`src/rtl/aabb_pkg.sv`:
```
`timescale 1ns / 1ps

package aabb_pkg;

	// Field widths of the box coordinates and the matrix coefficients.
	localparam int COORD_W    = 32;
	localparam int COEF_W     = 16;
	localparam int AXES       = 3;
	localparam int OFFS_W     = 32;
	localparam int ROW_W      = AXES * COEF_W;

	// A coordinate times a coefficient is exact in PROD_W bits; three of them in SUM_W.
	localparam int PROD_W     = COORD_W + COEF_W;
	localparam int SUM_W      = PROD_W + 2;

	// Rounding from Q20.28 to Q16.16: nearest, ties toward plus infinity.
	localparam int FRAC_SHIFT = 12;
	localparam int ROUND_HALF = 1 << (FRAC_SHIFT - 1);

	// Stream payload width: six coordinates, already a whole number of bytes.
	localparam int BOX_W      = 2 * AXES * COORD_W;

	// Configuration port.
	localparam int CFG_IDX_W  = 3;
	localparam int CFG_DATA_W = ROW_W;

	localparam logic [CFG_IDX_W-1:0] REG_ROW_X    = 3'd0;
	localparam logic [CFG_IDX_W-1:0] REG_ROW_Y    = 3'd1;
	localparam logic [CFG_IDX_W-1:0] REG_ROW_Z    = 3'd2;
	localparam logic [CFG_IDX_W-1:0] REG_OFFSET_X = 3'd3;
	localparam logic [CFG_IDX_W-1:0] REG_OFFSET_Y = 3'd4;
	localparam logic [CFG_IDX_W-1:0] REG_OFFSET_Z = 3'd5;

	// Identity coefficient, 1.0 in Q4.12.
	localparam logic [COEF_W-1:0] COEF_ONE = 16'h1000;

	typedef logic signed [COORD_W-1:0] coord_t;
	typedef logic signed [COEF_W-1:0]  coef_t;
	typedef logic signed [PROD_W-1:0]  prod_t;
	typedef logic signed [SUM_W-1:0]   sum_t;

	// Matrix rows (input axis) of packed coefficients (output axis in 16-bit slots),
	// plus the translation row.
	typedef struct packed {
		logic [AXES-1:0][ROW_W-1:0]  row;
		logic [AXES-1:0][OFFS_W-1:0] offs;
	} cfg_t;

endpackage

```
`src/rtl/aabb_cfg.sv`:
```
`timescale 1ns / 1ps

module aabb_cfg (
	input  logic                               clk,
	input  logic                               arst_n,
	input  logic                               cfg_valid,
	output logic                               cfg_ready,
	input  logic [aabb_pkg::CFG_IDX_W-1:0]     cfg_index,
	input  logic [aabb_pkg::CFG_DATA_W-1:0]    cfg_data,
	output aabb_pkg::cfg_t                     cfg
);
	import aabb_pkg::*;

	cfg_t cfg_q;

	// Writes are always taken; an index beyond the register list is dropped.
	assign cfg_ready = 1'b1;
	assign cfg       = cfg_q;

	// Register file, reset to the identity transform with no translation.
	always_ff @(posedge clk or negedge arst_n) begin
		if (!arst_n) begin
			cfg_q.row[0]  <= ROW_W'(COEF_ONE);
			cfg_q.row[1]  <= ROW_W'(COEF_ONE) << COEF_W;
			cfg_q.row[2]  <= ROW_W'(COEF_ONE) << (2 * COEF_W);
			cfg_q.offs    <= '0;
		end else if (cfg_valid && cfg_ready) begin
			case (cfg_index)
				REG_ROW_X:    cfg_q.row[0]  <= cfg_data;
				REG_ROW_Y:    cfg_q.row[1]  <= cfg_data;
				REG_ROW_Z:    cfg_q.row[2]  <= cfg_data;
				REG_OFFSET_X: cfg_q.offs[0] <= cfg_data[OFFS_W-1:0];
				REG_OFFSET_Y: cfg_q.offs[1] <= cfg_data[OFFS_W-1:0];
				REG_OFFSET_Z: cfg_q.offs[2] <= cfg_data[OFFS_W-1:0];
				default: begin
				end
			endcase
		end
	end

endmodule

```
`config.mk`:
```
export PLATFORM = sky130hd
export DESIGN_NAME = aabb_cfg
export DESIGN_NICKNAME = d
export VERILOG_FILES = /design/src/rtl/aabb_pkg.sv /design/src/rtl/aabb_cfg.sv
export SDC_FILE = /design/constraint.sdc
export NUM_CORES = 1
export LEC_CHECK = 0
export BUFFER_PORTS_ARGS = -buffer_cell sky130_fd_sc_hd__buf_4
export CORE_MARGIN = 2
export CORE_UTILIZATION = 52
export CTS_BUF_LIST = sky130_fd_sc_hd__clkbuf_4
export DETAILED_ROUTE_END_ITERATION = 6
export GPL_ROUTABILITY_DRIVEN = 0
export PLACE_DENSITY = 0.85
export REMOVE_ABC_BUFFERS = 1
export SETUP_SLACK_MARGIN = 0.3
export SYNTH_ARGS = -nofsm -noshare
export SYNTH_HDL_FRONTEND = slang
export SYNTH_SLANG_ARGS = --single-unit
```
`constraint.sdc`:
```
create_clock -name clk -period 0.8 [get_ports clk]
set_input_delay 0.12 -clock clk [delete_from_list [all_inputs] [get_ports clk]]
set_output_delay 0.12 -clock clk [all_outputs]
set_load 0.01 [all_outputs]
```
# After elaboration in Yosys (flattened, before gate mapping)
# Cells that the tools add are included.
[word_totals]
out_inout_bits = 241
reg_bits = 240
wordCells = 18
input_bits = 54
[classes]
eq_ne = 5
reduce_logical = 7
[ops]
columns = ["op", "n"]
rows = [
  ["AND reduction 2 bit", 6],
  ["== test 3 x 2 -> 1 bit (second input constant)", 2],
  ["== test 3 bit (second input constant)", 2],
  ["== test 3 x 1 -> 1 bit (second input constant)", 1],
  ["logical NOT 3 bit", 1],
]

# Depth between registers and ports, before layout
# Gate-level depths: netlist (run 1).
[logic_depth]
ltp_word = 2
depth_mapped = 4
depth_no_buf = 2

# Worst setup path after synthesis (run 1)
# Ideal clock, no wire load.
[synth_timing]
path_type = "in2reg"
start = "input cfg_index[0] (netlist name)"
end = "register cfg_q, in the netlist cfg[111]"
slack_ps = -424
path_stages = 4
t_arrival_ps = 1097
path_buffers = 2
t_required_ps = 673
path_cell_list = "nor4b_2 buf_4 buf_6 mux2_1"
[synth_via]
elab_chain_len = 2
[synth_lines]
columns = ["element", "line_no", "rtl"]
rows = [
  ["start: declaration", "aabb_cfg.sv:8", "input logic [aabb_pkg::CFG_IDX_W-1:0] cfg_index,"],
  ["logical NOT 3 bit", "aabb_cfg.sv:28", "case (cfg_index)"],
  ["AND reduction 2 bit (no source line)", "-", ""],
  ["end: declaration", "aabb_cfg.sv:14", "cfg_t cfg_q;"],
]
# Every way passes these cells.
# A chain may end at the register's enable or synchronous reset.

# Worst setup path in the final report (run 1)
[layout_timing]
start = "register cfg_q, in the netlist cfg[172]"
end = "output cfg[172] (netlist name)"
[layout_rtl]
columns = ["element", "line_no", "rtl"]
rows = [
  ["end: declaration", "aabb_cfg.sv:10", "output aabb_pkg::cfg_t cfg"],
]
# No word-level cell between the ends.

==> report_table.html, run 1 <==
<table>
<tr><th>Metric</th><th>Value</th></tr>
<tr><th colspan="2">Setup path</th></tr>
<tr><td>Class of the most critical setup path</td><td>reg -&gt; out</td></tr>
<tr><td>CP peak stage delay</td><td>570 ps</td></tr>
<tr><td>Worst Reg2Reg Path Length in Cells</td><td>3</td></tr>
<tr><td>Delay-heaviest family, CP</td><td>flip-flops</td></tr>
<tr><td>Data arrival time at the worst-slack endpoint</td><td>1390 ps</td></tr>
<tr><td>R2R Setup Slk</td><td>-310 ps</td></tr>
<tr><td>Worst setup EP type</td><td>primary output</td></tr>
<tr><td>Number of gates on the worst path with buffers counted</td><td>1</td></tr>
<tr><td>Sum of buffers and inverters on the critical path</td><td>1</td></tr>
<tr><td>Kind of start point of the critical path</td><td>flop</td></tr>
<tr><td>Maximum net fanout on the critical path</td><td>2</td></tr>
<tr><td>Crit-path slowest cell</td><td>dfstp_2</td></tr>
<tr><td>Data required time at the worst endpoint</td><td>680 ps</td></tr>
<tr><td>Worst path cell trace</td><td>buf_6</td></tr>
<tr><th colspan="2">Routing</th></tr>
<tr><td>Drt first-iter violations</td><td>572</td></tr>
<tr><td>Via Count</td><td>7468</td></tr>
<tr><td>Via count normalized by instance count</td><td>5.615</td></tr>
<tr><td>TritonRoute pass-1 iters</td><td>5</td></tr>
<tr><td>Wirelength per Cell</td><td>29.67 µm</td></tr>
<tr><td>DRC errors left</td><td>0</td></tr>
<tr><td>Overall routed net length</td><td>39.47 mm</td></tr>
<tr><td>Detail Route Antenna Nets</td><td>0</td></tr>
<tr><th colspan="2">Final layout</th></tr>
<tr><td>Flip-flop count of the largest register, all copies and words added</td><td>240</td></tr>
<tr><td>Post-route standard cell area excluding fillers</td><td>15940 µm²</td></tr>
<tr><td>Final nets</td><td>1114</td></tr>
<tr><td>Top library cells by usage in the layout, fill and taps aside</td><td>buf_6, dfrtp_1, mux2_4, buf_4, clkbuf_4</td></tr>
<tr><td>Leading cell type in the layout, fill and taps excluded</td><td>buf_6</td></tr>
<tr><td>Share of layout cells above drive strength 1</td><td>0.7455</td></tr>
<tr><td>Area growth syn-to-layout</td><td>74.70%</td></tr>
<tr><td>Core occupancy in the finished layout</td><td>0.9250</td></tr>
<tr><td>Cell Count, Final, Fillers Out</td><td>1330</td></tr>
<tr><th colspan="2">Global route</th></tr>
<tr><td>Global-route wire length before repair</td><td>44.72 mm</td></tr>
<tr><td>Global-route congestion overflow total</td><td>0</td></tr>
<tr><td>Pin count of the biggest net entering global routing</td><td>34</td></tr>
<tr><td>Initial antenna violation count</td><td>1</td></tr>
<tr><td>Total global routing track utilization</td><td>0.3225</td></tr>
<tr><td>Vias in the first global route</td><td>7407</td></tr>
<tr><th colspan="2">Synth</th></tr>
<tr><td>Synth warnings</td><td>0</td></tr>
<tr><td>Flip-flop and latch count after synthesis</td><td>240</td></tr>
<tr><td>Synthesized area</td><td>9126 µm²</td></tr>
<tr><td>Sequential cell area fraction in the yosys report</td><td>0.6585</td></tr>
<tr><td>Syn Inst Count</td><td>513</td></tr>
<tr><td>Number of distinct library cells after synthesis</td><td>13</td></tr>
<tr><td>Mapped Avg Cell Area</td><td>17.79 µm²</td></tr>
<tr><th colspan="2">STA</th></tr>
<tr><td>Final worst-path cycle share</td><td>1.881</td></tr>
<tr><td>Setup repair after global routing missed its margin</td><td>true</td></tr>
<tr><td>Final count of negative-setup-slack endpoints</td><td>423</td></tr>
<tr><td>Worst hold slack</td><td>-717.0 ps</td></tr>
<tr><td>Number of hold-slack violations in the final timing report</td><td>354</td></tr>
<tr><td>Worst clock skew on the final layout</td><td>0 ps</td></tr>
<tr><td>Setup TNS Final</td><td>-153820 ps</td></tr>
<tr><td>Max frequency</td><td>0.6644 GHz</td></tr>
<tr><td>Time the worst path needs with I/O delays and setup</td><td>1505 ps</td></tr>
<tr><td>Max Slew Vio Count</td><td>0</td></tr>
<tr><td>Final setup margin</td><td>-705.0 ps</td></tr>
<tr><th colspan="2">Outcome</th></tr>
<tr><td>Violated checks</td><td>negative hold slack, negative setup slack</td></tr>
<tr><td>Result of the run</td><td>complete, but fails checks</td></tr>
<tr><th colspan="2">Placed design</th></tr>
<tr><td>Worst slack at placement</td><td>-651.9 ps</td></tr>
<tr><td>Placed Area</td><td>11820 µm²</td></tr>
<tr><td>Placed Cells incl. Taps</td><td>1031</td></tr>
<tr><td>Count of buffers from port buffering</td><td>293</td></tr>
<tr><td>Sum of net half-perimeters after detailed placement</td><td>15.69 mm</td></tr>
<tr><th colspan="2">CTS</th></tr>
<tr><td>Clk root buf</td><td>clkbuf_4</td></tr>
<tr><td>Clock Latency Late Sink</td><td>660 ps</td></tr>
<tr><td>Hold_buf cts</td><td>25</td></tr>
<tr><td>Clock sink count</td><td>240</td></tr>
<tr><td>H-tree levels</td><td>2</td></tr>
<tr><td>CTS clk-pin slew, worst paths</td><td>100 ps</td></tr>
<tr><td>Num CTS Buffers</td><td>58</td></tr>
<tr><td>CTS tree</td><td>done</td></tr>
<tr><td>Maximum buffer depth of the clock tree</td><td>3</td></tr>
<tr><th colspan="2">Floorplanning</th></tr>
<tr><td>Standard-cell row count</td><td>48</td></tr>
<tr><td>Area of the die</td><td>18630 µm²</td></tr>
<tr><td>Effective utilization at floorplan</td><td>0.5295</td></tr>
<tr><td>Die height</td><td>136.5 µm</td></tr>
<tr><td>Horizontal extent of the die</td><td>136.5 µm</td></tr>
<tr><td>CORE AREA</td><td>17240 µm²</td></tr>
<tr><td>Top-Level Pins</td><td>295</td></tr>
<tr><th colspan="2">Power and ir drop</th></tr>
<tr><td>Sequential group share of total power</td><td>0.386</td></tr>
<tr><td>Total power per unit cell area</td><td>2872 nW/µm²</td></tr>
<tr><td>Switching power of the nets</td><td>14.82 mW</td></tr>
<tr><td>Power Total</td><td>45.80 mW</td></tr>
<tr><td>Sw Ratio</td><td>0.3237</td></tr>
<tr><td>Worst IR Drop VDD</td><td>0.002177 V</td></tr>
<tr><td>Pleak</td><td>7.906 nW</td></tr>
<tr><td>Internal Dissipation</td><td>30.97 mW</td></tr>
<tr><td>Share of total power in combinational logic</td><td>0.380</td></tr>
<tr><td>Part of the total power dissipated in the clock network</td><td>0.234</td></tr>
<tr><th colspan="2">Job</th></tr>
<tr><td>Number of max-capacitance violations reported</td><td>0</td></tr>
<tr><th colspan="2">Min path</th></tr>
<tr><td>HP Class</td><td>in -&gt; async</td></tr>
</table>
cells in the mapped netlist:
cell	number	area [µm²]
and4bb_1	2	25.02
buf_2	13	65.06
buf_4	5	37.54
buf_6	8	90.09
conb_1	1	3.750
dfrtp_1	237	5931
dfstp_2	3	78.83
mux2_1	50	563.0
mux2_2	150	1689
mux2_4	40	600.6
nand4b_1	2	17.52
nor4b_2	1	15.01
nor4bb_1	1	10.01
final timing paths:
check | startpoint | to
min reg2reg | cfg[97] | cfg[97]
max | cfg[172] | cfg[172]
min in group clk | cfg_data[40] | cfg[184]
min | arst_n | cfg[175]
max reg2reg | cfg[180] | cfg[180]
max in group asynchronous | arst_n | cfg[92]
worst register-to-register path: cells and delay by family (launching register included):
family / cells / cell delay, ps
DFF: 1 / 460
muxes: 1 / 280
buffers and inverters: 2 / 250
cell type report:
class                      instances  area, µm²
timing repair buffer             513       5509
multi-input combinational        247       3432
clock buffer                      84      630.6
fill                             485       1292
clock inverter                    20      77.57
tap                              225      281.5
sequential                       240       6011
antenna                            1      2.502
power groups by stage:
stage	logic [mW]	clock network, mW	registers, mW
global placement	9.44	0	16.4
detailed placement	9.75	0	16.6
finish	17.4	10.7	17.7
global route	17.9	11.2	17.8
floorplan	2.64	0	17.6
CTS	13.4	9.76	16.9
per-layer routing:
metal | share of wire | global-route usage | vias to the layer above
li1 | - | - | 2938
met1 | 0.36 | 0.3753 | 3828
met2 | 0.49 | 0.5447 | 525
met3 | 0.080 | 0.08128 | 177
met4 | 0.064 | 0.1800 | 0
met5 | 0 | 0 | -
cell families after synthesis:
group         Yosys count  synth area share
mux                   240            0.3126
flops                 240            0.6585
buf+inv                26           0.02111
simple gates            6          0.007403
other cells             1         0.0004109
timing repair:
action | CTS | global route
gates cloned | 0 | 1
endpoints found under the setup margin | 480 | 480
pin swaps | 1 | 1
gates resized for setup | 355 | 148
endpoints found under the hold margin | 480 | 354
buffers inserted | 62 | 106
(Power assumes the default switching activity.)
==> run 2: changes to the inputs <==
--- a/config.mk
+++ b/config.mk
@@ -12,6 +12,7 @@
 export DETAILED_ROUTE_END_ITERATION = 6
 export GPL_ROUTABILITY_DRIVEN = 0
 export PLACE_DENSITY = 0.85
+export RECOVER_POWER = 100
 export REMOVE_ABC_BUFFERS = 1
 export SETUP_SLACK_MARGIN = 0.3
 export SYNTH_ARGS = -nofsm -noshare
==> report_table.html, run 2 (same netlist as run 1, synthesis figures left out) <==
<table>
<tr><th>Metric</th><th>Value</th></tr>
<tr><th colspan="2">Power and ir drop</th></tr>
<tr><td>Total power per unit cell area</td><td>2883 nW/µm² (was 2872 nW/µm²)</td></tr>
<tr><td>Pleak</td><td>7.873 nW (was 7.906 nW)</td></tr>
<tr><td>Power Total</td><td>45.70 mW (was 45.80 mW)</td></tr>
<tr><td>Worst IR Drop VDD</td><td>0.002167 V (was 0.002177 V)</td></tr>
<tr><th colspan="2">Final layout</th></tr>
<tr><td>Top library cells by usage in the layout, fill and taps aside</td><td>buf_6, dfrtp_1, mux2_4, buf_4, clkbuf_4 (unchanged)</td></tr>
<tr><td>Filler instances</td><td>501 (was 485)</td></tr>
<tr><td>Leading cell type in the layout, fill and taps excluded</td><td>buf_6 (unchanged)</td></tr>
<tr><td>Flip-flop and latch area</td><td>6011 µm² (unchanged)</td></tr>
<tr><td>Final nets</td><td>1114 (unchanged)</td></tr>
<tr><td>Share of layout cells above drive strength 1</td><td>0.7455 (unchanged)</td></tr>
<tr><td>Area growth syn-to-layout</td><td>73.66% (was 74.70%)</td></tr>
<tr><td>Flip-flop count of the largest register, all copies and words added</td><td>240 (unchanged)</td></tr>
<tr><td>Area used by multi-input combinational logic</td><td>3432 µm² (unchanged)</td></tr>
<tr><th colspan="2">Routing</th></tr>
<tr><td>Drt first-iter violations</td><td>533 (was 572)</td></tr>
<tr><td>Via count normalized by instance count</td><td>5.617 (was 5.615)</td></tr>
<tr><td>Overall routed net length</td><td>39.39 mm (was 39.47 mm)</td></tr>
<tr><td>Via Count</td><td>7470 (was 7468)</td></tr>
<tr><td>Routed length on met1</td><td>14.20 mm (was 14.31 mm)</td></tr>
<tr><td>Wirelength per Cell</td><td>29.62 µm (was 29.67 µm)</td></tr>
<tr><td>Detail Route Antenna Nets</td><td>0 (unchanged)</td></tr>
<tr><td>Top sig layer</td><td>met4 (unchanged)</td></tr>
<tr><td>TritonRoute pass-1 iters</td><td>5 (unchanged)</td></tr>
<tr><td>Routed wire length on met2</td><td>19.46 mm (was 19.50 mm)</td></tr>
<tr><td>DRC errors left</td><td>0 (unchanged)</td></tr>
<tr><td>Metal3 WL</td><td>3.197 mm (was 3.139 mm)</td></tr>
<tr><th colspan="2">Floorplanning</th></tr>
<tr><td>Effective utilization at floorplan</td><td>0.5295 (unchanged)</td></tr>
<tr><td>Area of the die</td><td>18630 µm² (unchanged)</td></tr>
<tr><td>Die height</td><td>136.5 µm (unchanged)</td></tr>
<tr><td>Top-Level Pins</td><td>295 (unchanged)</td></tr>
<tr><td>Horizontal extent of the die</td><td>136.5 µm (unchanged)</td></tr>
<tr><td>Standard-cell row count</td><td>48 (unchanged)</td></tr>
<tr><td>CORE AREA</td><td>17240 µm² (unchanged)</td></tr>
<tr><th colspan="2">STA</th></tr>
<tr><td>Final worst-path cycle share</td><td>1.879 (was 1.881)</td></tr>
<tr><td>Worst hold slack</td><td>-451.1 ps (was -717.0 ps)</td></tr>
<tr><td>Setup repair after global routing missed its margin</td><td>true (unchanged)</td></tr>
<tr><td>Tightest slew margin relative to the limit</td><td>0.3433</td></tr>
<tr><td>Final setup margin</td><td>-703.0 ps (was -705.0 ps)</td></tr>
<tr><td>Worst clock skew on the final layout</td><td>0 ps (unchanged)</td></tr>
<tr><td>Worst slew pin tran</td><td>985.0 ps</td></tr>
<tr><td>Final count of negative-setup-slack endpoints</td><td>419 (was 423)</td></tr>
<tr><td>Number of hold-slack violations in the final timing report</td><td>134 (was 354)</td></tr>
<tr><td>Max frequency</td><td>0.6653 GHz (was 0.6644 GHz)</td></tr>
<tr><td>Max Slew Vio Count</td><td>0 (unchanged)</td></tr>
<tr><td>Time the worst path needs with I/O delays and setup</td><td>1503 ps (was 1505 ps)</td></tr>
<tr><th colspan="2">Setup path</th></tr>
<tr><td>Class of the most critical setup path</td><td>reg -&gt; out (unchanged)</td></tr>
<tr><td>Delay-heaviest family, CP</td><td>flip-flops (unchanged)</td></tr>
<tr><td>Kind of start point of the critical path</td><td>flop (unchanged)</td></tr>
<tr><td>Data arrival time at the worst-slack endpoint</td><td>1380 ps (was 1390 ps)</td></tr>
<tr><td>Sum of buffers and inverters on the critical path</td><td>1 (unchanged)</td></tr>
<tr><td>Crit-path slowest cell</td><td>dfstp_2 (unchanged)</td></tr>
<tr><td>Data required time at the worst endpoint</td><td>680 ps (about the same)</td></tr>
<tr><td>Maximum net fanout on the critical path</td><td>2 (unchanged)</td></tr>
<tr><td>Worst path cell trace</td><td>buf_6 (unchanged)</td></tr>
<tr><td>CP peak stage delay</td><td>570 ps (about the same)</td></tr>
<tr><td>Worst setup EP type</td><td>primary output (unchanged)</td></tr>
<tr><th colspan="2">Outcome</th></tr>
<tr><td>Violated checks</td><td>negative hold slack, negative setup slack (unchanged)</td></tr>
<tr><td>Result of the run</td><td>complete, but fails checks (unchanged)</td></tr>
<tr><th colspan="2">CTS</th></tr>
<tr><td>CTS clk-pin slew, worst paths</td><td>100 ps (about the same)</td></tr>
<tr><td>Clock Latency Late Sink</td><td>660 ps (about the same)</td></tr>
<tr><td>Clk root buf</td><td>clkbuf_4 (unchanged)</td></tr>
<tr><td>Hold_buf cts</td><td>25 (unchanged)</td></tr>
<tr><td>Clock sink count</td><td>240 (unchanged)</td></tr>
<tr><td>Maximum buffer depth of the clock tree</td><td>3 (unchanged)</td></tr>
<tr><td>Num CTS Buffers</td><td>58 (unchanged)</td></tr>
<tr><td>CTS tree</td><td>done (unchanged)</td></tr>
<tr><td>H-tree levels</td><td>2 (unchanged)</td></tr>
<tr><th colspan="2">Min path</th></tr>
<tr><td>HP Class</td><td>in -&gt; async (unchanged)</td></tr>
<tr><th colspan="2">Global route</th></tr>
<tr><td>Initial antenna violation count</td><td>1 (unchanged)</td></tr>
<tr><td>Global-route wire length before repair</td><td>44.72 mm (unchanged)</td></tr>
<tr><td>Global-route congestion overflow total</td><td>0 (unchanged)</td></tr>
<tr><td>Pin count of the biggest net entering global routing</td><td>34 (unchanged)</td></tr>
<tr><td>Total global routing track utilization</td><td>0.3225 (unchanged)</td></tr>
<tr><td>Vias in the first global route</td><td>7407 (unchanged)</td></tr>
<tr><th colspan="2">Placed design</th></tr>
<tr><td>Worst slack at placement</td><td>-651.9 ps (unchanged)</td></tr>
<tr><td>Count of buffers from port buffering</td><td>293 (unchanged)</td></tr>
<tr><td>Sum of net half-perimeters after detailed placement</td><td>15.69 mm (unchanged)</td></tr>
<tr><th colspan="2">Job</th></tr>
<tr><td>Number of max-capacitance violations reported</td><td>0 (unchanged)</td></tr>
</table>
-- run 2: cell count changes in the layout (fill, tap and decap cells not counted), sizes merged --
cell    change
buf        -14
clkbuf     +14
-- run 2: final timing paths --
path / start / end / slack, ps / depth (start not counted)
max: cfg[172] / cfg[172] / -700 / 1
min: arst_n / cfg[136] / -450 / 1
max reg2reg: cfg[180] / cfg[180] / -290 / 3
min reg2reg: cfg[97] / cfg[97] / 540 / 1
max in group asynchronous: arst_n / cfg[34] / 70 / 2
min in group clk: cfg_data[40] / cfg[184] / -330 / 2
-- run 2: cell type report --
type / instances / area share
flip-flops and latches: 240 / 0.3793
repair buffers: 513 / 0.3416
multi-input cells: 247 / 0.2165
clock buffers: 84 / 0.03979
well taps: 225 / 0.01776
clock inverters: 20 / 0.004895
diodes: 1 / 0.0001579
-- run 2: worst register-to-register path, stage by stage (launching register included) --
cell	delay, ps
dfrtp_1	450
buf_6	150
buf_6	100
mux2_4	280
-- run 2: power by group --
group	leakage, nW	total, mW	internal (mW)	switching (mW)
registers	2.87	17.7	14.8	2.82
clock network	0.425	10.7	4.82	5.88
logic	4.57	17.3	11.3	6.08
total	7.87	45.7	30.9	14.8
-- run 2: what timing repair did --
action,4_1_cts,5_1_grt
setup endpoints to repair,480,480
setup buffers,62,106
pin swaps,1,1
cloned,0,1
hold endpoints to repair,480,354
gates resized for setup,355,148
-- run 2: metrics by stage --
step / cell area [µm²] / utilization / std cells / hold slack [ps] / setup TNS (ps)
after floorplan: 8934 / - / 487 / -175.6 / -429950
final: 15850 / 0.9195 / 1330 / -451.1 / -153500
after CTS: 14580 / 0.8459 / 1222 / -688.8 / -134250
after global placement: 11820 / 0.6860 / 1031 / 18.11 / -124930
after global routing: 15850 / 0.9195 / 1330 / -424.2 / -164390
after detailed placement: 11820 / 0.6860 / 1031 / 24.55 / -132280
-- run 2: per-layer routing --
layer	vias up	track usage
met3	185	0.08128
met5	-	0
li1	2934	-
met1	3809	0.3753
met4	0	0.1800
met2	542	0.5447
==> run 3: changes to the inputs <==
--- a/config.mk
+++ b/config.mk
@@ -5,13 +5,13 @@
 export SDC_FILE = /design/constraint.sdc
 export NUM_CORES = 1
 export LEC_CHECK = 0
-export BUFFER_PORTS_ARGS = -buffer_cell sky130_fd_sc_hd__buf_4
 export CORE_MARGIN = 2
-export CORE_UTILIZATION = 52
+export CORE_UTILIZATION = 60
 export CTS_BUF_LIST = sky130_fd_sc_hd__clkbuf_4
 export DETAILED_ROUTE_END_ITERATION = 6
+export DONT_BUFFER_PORTS = 1
 export GPL_ROUTABILITY_DRIVEN = 0
-export PLACE_DENSITY = 0.85
+export PLACE_DENSITY = 0.79
 export RECOVER_POWER = 100
 export REMOVE_ABC_BUFFERS = 1
 export SETUP_SLACK_MARGIN = 0.3
==> report_table.html, run 3 <==
<table>
<tr><th>Metric</th><th>Value</th></tr>
<tr><th colspan="2">Synth</th></tr>
<tr><td>Dominant cell by count in the synthesized netlist</td><td>dfrtp_1 (unchanged)</td></tr>
<tr><td>Dominant cells by area after synthesis</td><td>dfrtp_1, mux2_2, mux2_4 (unchanged)</td></tr>
<tr><td>Most numerous cell types in the synthesized netlist</td><td>dfrtp_1, mux2_2, mux2_1 (unchanged)</td></tr>
<tr><td>Syn Inst Count</td><td>513 (unchanged)</td></tr>
<tr><td>Portion of synthesized cell area occupied by the leading cell type</td><td>0.6498 (unchanged)</td></tr>
<tr><td>Mapped Avg Cell Area</td><td>17.79 µm² (unchanged)</td></tr>
<tr><td>Synth warnings</td><td>0 (unchanged)</td></tr>
<tr><td>Synthesized area</td><td>9126 µm² (unchanged)</td></tr>
<tr><td>Main flop type after synthesis</td><td>dfrtp_1 (unchanged)</td></tr>
<tr><td>Number of enable-type register cells in the synthesized netlist</td><td>0 (unchanged)</td></tr>
<tr><td>Share of flip-flops with an asynchronous set or reset after synthesis</td><td>1.000 (unchanged)</td></tr>
<tr><td>Sequential cell area fraction in the yosys report</td><td>0.6585 (unchanged)</td></tr>
<tr><td>Number of distinct library cells after synthesis</td><td>13 (unchanged)</td></tr>
<tr><td>Yosys top cell by area</td><td>dfrtp_1 (unchanged)</td></tr>
<tr><td>Flip-flop and latch count after synthesis</td><td>240 (unchanged)</td></tr>
<tr><th colspan="2">Outcome</th></tr>
<tr><td>Last stage reached</td><td>global routing (5_1_grt)</td></tr>
<tr><td>Result of the run</td><td>did not finish (was complete, but fails checks)</td></tr>
<tr><td>Error Message</td><td>[ERROR DPL-0038] Utilization greater than 100%, impossible to legalize</td></tr>
<tr><th colspan="2">CTS</th></tr>
<tr><td>Maximum buffer depth of the clock tree</td><td>3 (unchanged)</td></tr>
<tr><td>Clock sink count</td><td>240 (unchanged)</td></tr>
<tr><td>Num CTS Buffers</td><td>58 (unchanged)</td></tr>
<tr><td>H-tree levels</td><td>2 (unchanged)</td></tr>
<tr><td>Clk root buf</td><td>clkbuf_4 (unchanged)</td></tr>
<tr><th colspan="2">Placed design</th></tr>
<tr><td>Placed Area</td><td>11140 µm² (was 11820 µm²)</td></tr>
<tr><td>Sum of net half-perimeters after detailed placement</td><td>13.88 mm (was 15.69 mm)</td></tr>
<tr><td>Count of buffers from port buffering</td><td>0 (was 293)</td></tr>
<tr><td>Worst slack at placement</td><td>-496.2 ps (was -651.9 ps)</td></tr>
<tr><th colspan="2">Floorplanning</th></tr>
<tr><td>Horizontal extent of the die</td><td>127.3 µm (was 136.5 µm)</td></tr>
<tr><td>Die height</td><td>127.3 µm (was 136.5 µm)</td></tr>
<tr><td>Top-Level Pins</td><td>295 (unchanged)</td></tr>
<tr><td>Standard-cell row count</td><td>45 (was 48)</td></tr>
<tr><td>Effective utilization at floorplan</td><td>0.6071 (was 0.5295)</td></tr>
<tr><th colspan="2">Global route</th></tr>
<tr><td>Pin count of the biggest net entering global routing</td><td>241</td></tr>
<tr><th colspan="2">STA</th></tr>
<tr><td>Worst endpoint type</td><td>top-level output</td></tr>
<tr><td>GR repair worst EP</td><td>cfg[199]</td></tr>
</table>
[run 3: cell counts after synthesis]
Identical to the previous run, type by type.
[run 3: what timing repair did]
action / CTS
resized for setup: 350
hold buffers: 48
hold endpoints to repair: 480
endpoints found under the setup margin: 480
buffers inserted: 56
[run 3: cells by family after synthesis]
logic type / synth area share
other: 0.0004109
buffers and inverters: 0.02111
multiplexers: 0.3126
flip-flops: 0.6585
AND/OR/NAND/NOR: 0.007403
[run 3: metrics by stage]
step | utilization | hold WS [ps] | instances | TNS [ps]
after global placement | 0.7410 | -171.0 | 920 | -83850
after detailed placement | 0.7410 | -172.5 | 920 | -87420
after CTS | 0.9382 | -866.2 | 1123 | -127620
after floorplan | - | -175.6 | 487 | -429950
==> run 4: changes to the inputs <==
==> config.mk (replaced) <==
export PLATFORM = sky130hd
export DESIGN_NAME = aabb_cfg
export DESIGN_NICKNAME = d
export VERILOG_FILES = /design/src/rtl/aabb_pkg.sv /design/src/rtl/aabb_cfg.sv
export SDC_FILE = /design/constraint.sdc
export NUM_CORES = 1
export LEC_CHECK = 0
export CORE_MARGIN = 2
export CORE_UTILIZATION = 40
export DETAILED_ROUTE_END_ITERATION = 6
export DONT_BUFFER_PORTS = 1
export GPL_ROUTABILITY_DRIVEN = 0
export PLACE_DENSITY_LB_ADDON = 0.15
export RECOVER_POWER = 100
export REMOVE_ABC_BUFFERS = 1
export SYNTH_ARGS = -nofsm -noshare
export SYNTH_HDL_FRONTEND = slang
export SYNTH_SLANG_ARGS = --single-unit
==> report_table.html, run 4 (same netlist as run 1, synthesis figures left out) <==
<table>
<tr><th>Metric</th><th>Value</th></tr>
<tr><th colspan="2">Final layout</th></tr>
<tr><td>Cell Count, Final, Fillers Out</td><td>1178</td></tr>
<tr><td>Final nets</td><td>927</td></tr>
<tr><td>Number of antenna cells inserted</td><td>0</td></tr>
<tr><td>Share of layout cells above drive strength 1</td><td>0.6596</td></tr>
<tr><td>Top library cells by usage in the layout, fill and taps aside</td><td>buf_6, dfrtp_1, mux2_2, mux2_4, dlygate4sd3_1</td></tr>
<tr><td>Leading cell type in the layout, fill and taps excluded</td><td>buf_6</td></tr>
<tr><td>Flip-flop count of the largest register, all copies and words added</td><td>240</td></tr>
<tr><td>Area growth syn-to-layout</td><td>58.43%</td></tr>
<tr><th colspan="2">STA</th></tr>
<tr><td>Number of hold-slack violations in the final timing report</td><td>240</td></tr>
<tr><td>Worst clock skew on the final layout</td><td>0 ps</td></tr>
<tr><td>Max frequency</td><td>0.8315 GHz</td></tr>
<tr><td>Final count of negative-setup-slack endpoints</td><td>301</td></tr>
<tr><td>Setup TNS Final</td><td>-91200 ps</td></tr>
<tr><td>Worst hold slack</td><td>-702.1 ps</td></tr>
<tr><td>Max Slew Vio Count</td><td>0</td></tr>
<tr><td>Time the worst path needs with I/O delays and setup</td><td>1203 ps</td></tr>
<tr><td>Setup repair after global routing missed its margin</td><td>true</td></tr>
<tr><td>Final worst-path cycle share</td><td>1.503</td></tr>
<tr><td>Final setup margin</td><td>-402.7 ps</td></tr>
<tr><th colspan="2">Floorplanning</th></tr>
<tr><td>Die height</td><td>155.1 µm (was 127.3 µm)</td></tr>
<tr><td>Area of the die</td><td>24040 µm²</td></tr>
<tr><td>Horizontal extent of the die</td><td>155.1 µm (was 127.3 µm)</td></tr>
<tr><td>CORE AREA</td><td>22500 µm²</td></tr>
<tr><td>Top-Level Pins</td><td>295 (unchanged)</td></tr>
<tr><td>Standard-cell row count</td><td>55 (was 45)</td></tr>
<tr><td>Effective utilization at floorplan</td><td>0.4056 (was 0.6071)</td></tr>
<tr><th colspan="2">Routing</th></tr>
<tr><td>Via Count</td><td>5794</td></tr>
<tr><td>Overall routed net length</td><td>24.66 mm</td></tr>
<tr><td>Wirelength per Cell</td><td>20.93 µm</td></tr>
<tr><td>DRC errors left</td><td>0</td></tr>
<tr><td>Via count normalized by instance count</td><td>4.919</td></tr>
<tr><td>TritonRoute pass-1 iters</td><td>4</td></tr>
<tr><td>Detail Route Antenna Nets</td><td>0</td></tr>
<tr><td>Drt first-iter violations</td><td>211</td></tr>
<tr><th colspan="2">Job</th></tr>
<tr><td>Number of max-capacitance violations reported</td><td>0</td></tr>
<tr><th colspan="2">Setup path</th></tr>
<tr><td>Data arrival time at the worst-slack endpoint</td><td>1080 ps</td></tr>
<tr><td>Worst setup EP type</td><td>primary output</td></tr>
<tr><td>Kind of start point of the critical path</td><td>flop</td></tr>
<tr><td>Maximum net fanout on the critical path</td><td>2</td></tr>
<tr><td>Data required time at the worst endpoint</td><td>680 ps</td></tr>
<tr><td>Class of the most critical setup path</td><td>reg -&gt; out</td></tr>
<tr><th colspan="2">Power and ir drop</th></tr>
<tr><td>Pleak</td><td>6.735 nW</td></tr>
<tr><td>Total power per unit cell area</td><td>2928 nW/µm²</td></tr>
<tr><td>Worst IR Drop VDD</td><td>0.002074 V</td></tr>
<tr><th colspan="2">Placed design</th></tr>
<tr><td>Placed Cells incl. Taps</td><td>1021 (was 920)</td></tr>
<tr><td>Worst slack at placement</td><td>-459.8 ps (was -496.2 ps)</td></tr>
<tr><td>Sum of net half-perimeters after detailed placement</td><td>14.94 mm (was 13.88 mm)</td></tr>
<tr><td>Count of buffers from port buffering</td><td>0 (unchanged)</td></tr>
<tr><th colspan="2">Global route</th></tr>
<tr><td>Pin count of the biggest net entering global routing</td><td>241</td></tr>
<tr><td>Initial antenna violation count</td><td>0</td></tr>
<tr><td>Global-route congestion overflow total</td><td>0</td></tr>
<tr><td>Global-route wire length before repair</td><td>37.05 mm</td></tr>
<tr><td>Vias in the first global route</td><td>6470</td></tr>
<tr><td>Total global routing track utilization</td><td>0.1952</td></tr>
<tr><th colspan="2">CTS</th></tr>
<tr><td>Clock sink count</td><td>240 (unchanged)</td></tr>
<tr><td>H-tree levels</td><td>1 (was 2)</td></tr>
<tr><td>Num CTS Buffers</td><td>26 (was 58)</td></tr>
<tr><td>CTS tree</td><td>done</td></tr>
<tr><td>Clock Latency Late Sink</td><td>520 ps</td></tr>
<tr><td>CTS clk-pin slew, worst paths</td><td>60 ps</td></tr>
<tr><td>Hold_buf cts</td><td>48 (unchanged)</td></tr>
<tr><td>Maximum buffer depth of the clock tree</td><td>3 (unchanged)</td></tr>
<tr><td>Clk root buf</td><td>clkbuf_16 (was clkbuf_4)</td></tr>
<tr><th colspan="2">Outcome</th></tr>
<tr><td>Violated checks</td><td>negative hold slack, negative setup slack</td></tr>
<tr><td>Result of the run</td><td>complete, but fails checks (was did not finish)</td></tr>
<tr><th colspan="2">Min path</th></tr>
<tr><td>HP Class</td><td>in -&gt; async</td></tr>
</table>
==> run 4: per-layer routing <==
layer  track usage  up-vias  wire length [µm]
li1              -     2530                 -
met4       0.05467        0               598
met2        0.3471      170             12920
met1        0.2362     3053              9727
met3       0.04903       41              1411
met5             0        -                 0
==> run 4: report_power, final <==
group	internal [mW]	leakage [nW]	switching [mW]	total, mW
registers	14.9	2.88	2.15	17.0
clock network	7.86	0.444	4.75	12.6
logic	8.64	3.41	4.08	12.7
==> run 4: worst paths after layout <==
check                              from        to  slack, ps  depth (start not counted)
setup reg to reg                cfg[37]   cfg[37]       -130                          2
max in group asynchronous        arst_n  cfg[236]       1050                          0
hold reg to reg                 cfg[41]   cfg[41]        510                          1
setup / recovery               cfg[108]  cfg[108]       -400                          0
min in group clk           cfg_index[0]   cfg[58]         90                          3
hold / removal                   arst_n  cfg[194]       -700                          0
==> run 4: metrics by stage <==
stage          hold slack [ps]  utilization  area (µm²)  total power, mW
2_1_floorplan           -175.6            -        8934            20.24
3_3_place_gp            -170.8       0.5034       11330            25.27
3_5_place_dp            -171.5       0.5034       11330            25.57
4_1_cts                 -730.0       0.6209       13970            41.51
5_1_grt                 -731.9       0.6425       14460            43.99
6_report                -702.1       0.6425       14460            42.34
==> run 4: timing repair <==
action | CTS | global route
resized for setup | 254 | 88
setup buffers | 40 | 36
endpoints found under the setup margin | 242 | 337
endpoints found under the hold margin | 480 | 240
==> run 4: final cells by class <==
| type | count | area (µm²) |
|---|---|---|
| Fill cell | 1594 | 8044 |
| Clock buffer | 40 | 764.5 |
| Clock inverter | 8 | 143.9 |
| Timing Repair Buffer | 358 | 4004 |
| Sequential cell | 240 | 6010 |
| Tap cell | 285 | 356.6 |
| Multi-Input combinational cell | 247 | 3181 |
